==> src/hw/rtl/masked_correlation_normalizer_assert.svh <==
// assertion macros for the masked correlation normalizer
`ifndef MASKED_CORRELATION_NORMALIZER_ASSERT_SVH
`define MASKED_CORRELATION_NORMALIZER_ASSERT_SVH

// same-cycle implication, checked out of reset
`define MCN_ASSERT_NOW(label, ante, cons) \
  label: assert property (@(posedge clk) disable iff (!rst_n) (ante) |-> (cons)) \
    else $error("mcn check failed");

// next-cycle implication, checked out of reset
`define MCN_ASSERT_NEXT(label, ante, cons) \
  label: assert property (@(posedge clk) disable iff (!rst_n) (ante) |=> (cons)) \
    else $error("mcn check failed");

`endif

==> src/hw/rtl/mcn_pkg.sv <==
// shared types and constants of the masked correlation normalizer
package mcn_pkg;

  localparam int unsigned IMAGE_DEPTH  = 16384;
  localparam int unsigned KERNEL_DEPTH = 2048;

  localparam int unsigned POS_W  = 14;
  localparam int unsigned LEN_W  = 15;
  localparam int unsigned KLEN_W = 12;
  localparam int unsigned CFG_W  = LEN_W;
  localparam int unsigned CFG_IDX_W = 2;
  localparam int unsigned BYTE_W = 8;
  localparam int unsigned PIX_W  = 3 * BYTE_W;
  localparam int unsigned SEL_W  = 3;
  localparam int unsigned RES_W  = 5;
  localparam int unsigned IMG_AW = $clog2(IMAGE_DEPTH);
  localparam int unsigned KER_AW = $clog2(KERNEL_DEPTH);

  // divider sizes: dividend is sum * 31, divisor is the channel total plus one
  localparam int unsigned DVD_W  = BYTE_W + 5;
  localparam int unsigned DIVR_W = BYTE_W + 2;
  localparam int unsigned QUO_W  = RES_W;
  localparam int unsigned TRIAL_W = DIVR_W + QUO_W - 1;
  localparam int unsigned STEP_W = $clog2(QUO_W);

  localparam int unsigned NUM_CH = 3;
  localparam int unsigned CH_W   = $clog2(NUM_CH);
  localparam logic [CH_W-1:0] CH_LAST = CH_W'(NUM_CH - 1);

  localparam logic [LEN_W-1:0]  IMAGE_LEN_RST  = LEN_W'(16384);
  localparam logic [KLEN_W-1:0] KERNEL_LEN_RST = KLEN_W'(2048);

  localparam logic [1:0] OP_KERNEL    = 2'd0;
  localparam logic [1:0] OP_PIXEL     = 2'd1;
  localparam logic [1:0] OP_TRANSFORM = 2'd2;

  localparam logic [CFG_IDX_W-1:0] CFG_IMAGE_LEN  = CFG_IDX_W'(0);
  localparam logic [CFG_IDX_W-1:0] CFG_KERNEL_LEN = CFG_IDX_W'(1);

  typedef struct packed {
    logic [1:0]        operation;
    logic [POS_W-1:0]  position;
    logic              select_x;
    logic              select_y;
    logic              select_z;
    logic [BYTE_W-1:0] pixel_x;
    logic [BYTE_W-1:0] pixel_y;
    logic [BYTE_W-1:0] pixel_z;
  } in_item_t;

  typedef struct packed {
    logic [POS_W-1:0] result_position;
    logic [RES_W-1:0] result_x;
    logic [RES_W-1:0] result_y;
    logic [RES_W-1:0] result_z;
  } out_item_t;

  typedef struct packed {
    logic              pix_we;
    logic [IMG_AW-1:0] pix_waddr;
    logic [PIX_W-1:0]  pix_wdata;
    logic              ker_we;
    logic [KER_AW-1:0] ker_waddr;
    logic [SEL_W-1:0]  ker_wdata;
    logic              rd_en;
    logic [IMG_AW-1:0] pix_raddr;
    logic [KER_AW-1:0] ker_raddr;
  } store_cmd_t;

  typedef struct packed {
    logic              start;
    logic [DVD_W-1:0]  dividend;
    logic [DIVR_W-1:0] divisor;
  } div_req_t;

  typedef struct packed {
    logic             done;
    logic [QUO_W-1:0] quotient;
  } div_rsp_t;

  typedef enum logic [2:0] {
    S_IDLE,
    S_SETUP,
    S_WALK,
    S_DRAIN,
    S_DIV_START,
    S_DIV_WAIT,
    S_WRITE
  } state_t;

endpackage

==> src/hw/rtl/mcn_divider.sv <==
// restoring divider, one quotient bit per cycle, shared by the three channels
module mcn_divider (
  input  logic              clk,
  input  logic              rst_n,
  input  mcn_pkg::div_req_t req,
  output mcn_pkg::div_rsp_t rsp
);

  logic                              busy_r;
  logic                              done_r;
  logic [mcn_pkg::STEP_W-1:0]        step_r;
  logic [mcn_pkg::DVD_W-1:0]         rem_r;
  logic [mcn_pkg::DIVR_W-1:0]        div_r;
  logic [mcn_pkg::QUO_W-1:0]         quo_r;
  logic [mcn_pkg::TRIAL_W-1:0]       trial;
  logic                              fits;
  logic [mcn_pkg::DVD_W-1:0]         rem_nxt;
  logic [mcn_pkg::QUO_W-1:0]         quo_nxt;

  // divisor shifted to the current quotient bit
  always_comb begin
    trial   = mcn_pkg::TRIAL_W'(div_r) << step_r;
    fits    = mcn_pkg::TRIAL_W'(rem_r) >= trial;
    rem_nxt = fits ? (rem_r - mcn_pkg::DVD_W'(trial)) : rem_r;
    quo_nxt = quo_r | (mcn_pkg::QUO_W'(fits) << step_r);
  end

  always_ff @(posedge clk) begin
    if (!rst_n) begin
      busy_r <= 1'b0;
      done_r <= 1'b0;
    end else begin
      done_r <= busy_r && (step_r == '0);
      if (req.start) begin
        busy_r <= 1'b1;
      end else if (busy_r && (step_r == '0)) begin
        busy_r <= 1'b0;
      end
    end
  end

  always_ff @(posedge clk) begin
    if (req.start) begin
      rem_r  <= req.dividend;
      div_r  <= req.divisor;
      quo_r  <= '0;
      step_r <= mcn_pkg::STEP_W'(mcn_pkg::QUO_W - 1);
    end else if (busy_r) begin
      rem_r  <= rem_nxt;
      quo_r  <= quo_nxt;
      step_r <= step_r - mcn_pkg::STEP_W'(1);
    end
  end

  assign rsp.done     = done_r;
  assign rsp.quotient = quo_r;

endmodule

==> config.mk <==
export PLATFORM = sky130hd
export DESIGN_NAME = mcn_divider
export DESIGN_NICKNAME = d
export VERILOG_FILES = /design/src/hw/rtl/masked_correlation_normalizer_assert.svh /design/src/hw/rtl/mcn_pkg.sv /design/src/hw/rtl/mcn_divider.sv
export SDC_FILE = /design/constraint.sdc
export NUM_CORES = 1
export LEC_CHECK = 0
export BUFFER_PORTS_ARGS = -buffer_cell sky130_fd_sc_hd__buf_4
export CORE_MARGIN = 4
export CORE_UTILIZATION = 45
export CTS_CLUSTER_DIAMETER = 100
export DETAILED_ROUTE_END_ITERATION = 10
export PLACE_DENSITY = 0.74
export SLEW_MARGIN = 20
export SYNTH_ARGS = -nofsm -noshare
export SYNTH_HDL_FRONTEND = slang
export SYNTH_SLANG_ARGS = --single-unit
==> constraint.sdc <==
create_clock -name clk -period 3.5 [get_ports clk]
set_input_delay 0.35 -clock clk [delete_from_list [all_inputs] [get_ports clk]]
set_output_delay 0.35 -clock clk [all_outputs]
set_load 0.02 [all_outputs]
==> metrics.txt <==
clock latency on the worst-skew pair 0.29 ns; Post-route DRC 0; initial antenna violation count 0; most common cell after layout, fill and taps aside buf_4; number of I/O port buffers 31; cell area after synthesis 2320 um2; fraction of registers with async set/reset 0%; critical path required time 3.49 ns; worst setup path class reg2reg; Yosys cell types 54; global-route wire length before repair 8.47 mm; most frequent cells in the layout buf_4, nand2_1, edfxtp_1; Worst VDD drop 290 uV; Comb power frac 48.5%; synthesized area per cell 9.60 um2; met1 global-route usage 23.5%; worst-path fanout max 13; Rel. slew slack 60.0%; RR Startpoint step_r[0]$_SDFFE_PP0P_; status finished clean; Seq cells post-synth 33; Clock Pin Slew Worst Setup and Hold Paths 0.07 ns; sequential-to-total area share from yosys stat 38.3%; Sw Ratio 39.9%; Post-synth EDFFs 23; met2 usage 26.5%; net switching power 0.643 mW; final worst path period need 3.16 ns; HP Class in2reg; Crit. Startpoint step_r[0]$_SDFFE_PP0P_; TritonRoute pass-1 iters 4; Die Wd 79.9 um; clock buffer count from CTS 5; Setup crit end kind register; Fin. Hold Viols 0; vias in the first global route 1797; count of final max-slew check failures 0; CTS tree yes; Int Power 0.968 mW; Ports 32; final net count 313; CP Launch Type register; Most Used Layer, Global Route met2; leak pwr 1.12 nW; PD cells 601 nW/um2; Arrival @ worst endpoint 3.14 ns; CTS root buffer clkbuf_8; post-DP HPWL 3.87 mm; largest net degree at the start of global routing 44; clk sinks 33; layout cells sized above 1 19.6%; Primary FF master, synth edfxtp_1; number of inserted diodes 0; via count 1876; Seq pwr share 33.8%; GRT Resource Usage Total 17.2%; H-tree depth 2; Post-DRT Antenna Nets 0; unrepaired setup endpoints after global routing no; final WL 5.11 mm; Fin Hold WS 0.235 ns; Die Y 79.9 um; final setup fails 0; met3 usage 4.06%; gpl congestion 0.928; Net Count, Synth 285; Max Cap Violations 0; Post-Syn Instances 242; clk buf depth 2; area grow syn2layout 15.5%; area of the core 4850 um2; Max Fclk 0.317 GHz; Post-Route Setup TNS 0 ns; setup bufs post-CTS 0; Clk network pwr share 17.7%; final period utilization 90.1%; Post-Route Utilization 55.3%; Die ar. 6380 um2; Avg WL per Cell 15.1 um; initial core utilization 47.9%; hold_sp req[7]; Overflow after GRT 0; row count 25; worst slew pin tran 0.599 ns; clock skew 0.00492 ns; filler cell count 435; DRT iter0 DRCs 154; Vias/cell 5.55; number of warnings issued by yosys 0
-- final cells by class --
class	instances	area (um2)	share of cell area, %
flip-flops and latches	33	892	33.3
repair buffers	35	263	9.79
inverters	9	33.8	1.26
well taps	67	83.8	3.13
clock buffers	5	68.8	2.57
multi-input cells	186	1320	49.3
clock inverters	3	17.5	0.653
-- worst max-delay path: stages (launching register included) --
cell and delay [ns]:
dfxtp_1 0.33, buf_4 0.18, inv_2 0.18, mux2i_1 0.37
mux2i_1 0.14, ha_1 0.44, nand3_1 0.13, o41ai_1 0.39
a211oi_1 0.13, o21a_2 0.17, o21ai_1 0.15, buf_4 0.24
-- cells in the mapped netlist, types with 2 or more instances --
cell	instances	area, um2
edfxtp_1	23	691
nand2_1	23	86.3
mux2i_1	19	190
a21oi_1	17	85.1
ha_1	16	200
o21ai_0	15	75.1
nor2_1	13	48.8
dfxtp_1	10	200
inv_1	8	30.0
nor3_1	8	40.0
nand3_1	6	30.0
clkbuf_1	5	18.8
nand2b_1	5	31.3
a31oi_1	4	25.0
nor2b_1	4	25.0
o2bb2ai_1	4	35.0
o31ai_1	4	30.0
xnor2_1	4	35.0
a211oi_1	3	22.5
a21o_1	3	22.5
and3_1	3	18.8
buf_2	3	15.0
buf_4	3	22.5
or4_1	3	22.5
xor2_1	3	26.3
buf_1	2	7.51
nand3b_1	2	15.0
nand4_1	2	12.5
or3_1	2	12.5
-- routing by layer --
metal	wire (um)	up-vias	part of all wire, %
li1	-	962	-
met1	2460	866	48
met2	2370	41	46
met3	198	7	3.9
met4	81	0	1.6
met5	0	-	0
-- path summary, 6_finish.rpt --
check / slack [ns] / end / cells after the start
min: 0.24 / div_r[7]$_DFFE_PP_ / 1
max: 0.34 / rem_r[1]$_DFFE_PP_ / 11
min reg2reg: 0.46 / quo_r[3]$_SDFFE_PP0P_ / 2
max reg2reg: 0.34 / rem_r[1]$_DFFE_PP_ / 11
-- power by group through the flow --
stage | clock (mW) | sequential [mW] | combinational, mW
after floorplan | 0 | 0.530 | 0.630
after global placement | 0 | 0.552 | 0.759
after detailed placement | 0 | 0.552 | 0.771
after CTS | 0.293 | 0.545 | 0.775
after global routing | 0.312 | 0.551 | 0.872
final | 0.285 | 0.544 | 0.782
-- cells by family after synthesis --
family	Yosys count	share of synthesized area (%)
muxes	20	9.15
and+or+nand+nor	76	16.6
adders and majority gates	17	9.48
xor gates and xnor gates	7	2.64
DFF	33	38.3
AOI/OAI and AO/OA	66	19.1
buffers and inverters	23	4.68
-- registers in the layout (all words and copies together), names as in the netlist --
name and cells:
rem_r 13, div_r 10, quo_r 5, step_r 3
busy_r 1, done_r 1
-- per-stage QoR --
step | cells | power, mW | area [um2] | worst slack, ns
final | 338 | 1.61 | 2680 | 0.345
after CTS | 338 | 1.61 | 2680 | 0.209
after detailed placement | 330 | 1.32 | 2590 | 0.224
after global placement | 330 | 1.31 | 2590 | 0.280
after global routing | 338 | 1.74 | 2680 | 0.145
after floorplan | 242 | 1.16 | 2320 | 0.196
-- repair_timing --
action,in CTS,in global routing
setup endpoints to repair,0,13
gates resized for setup,0,1
hold buffers,0,0
No activity file was read; power rests on OpenSTA's default activity.
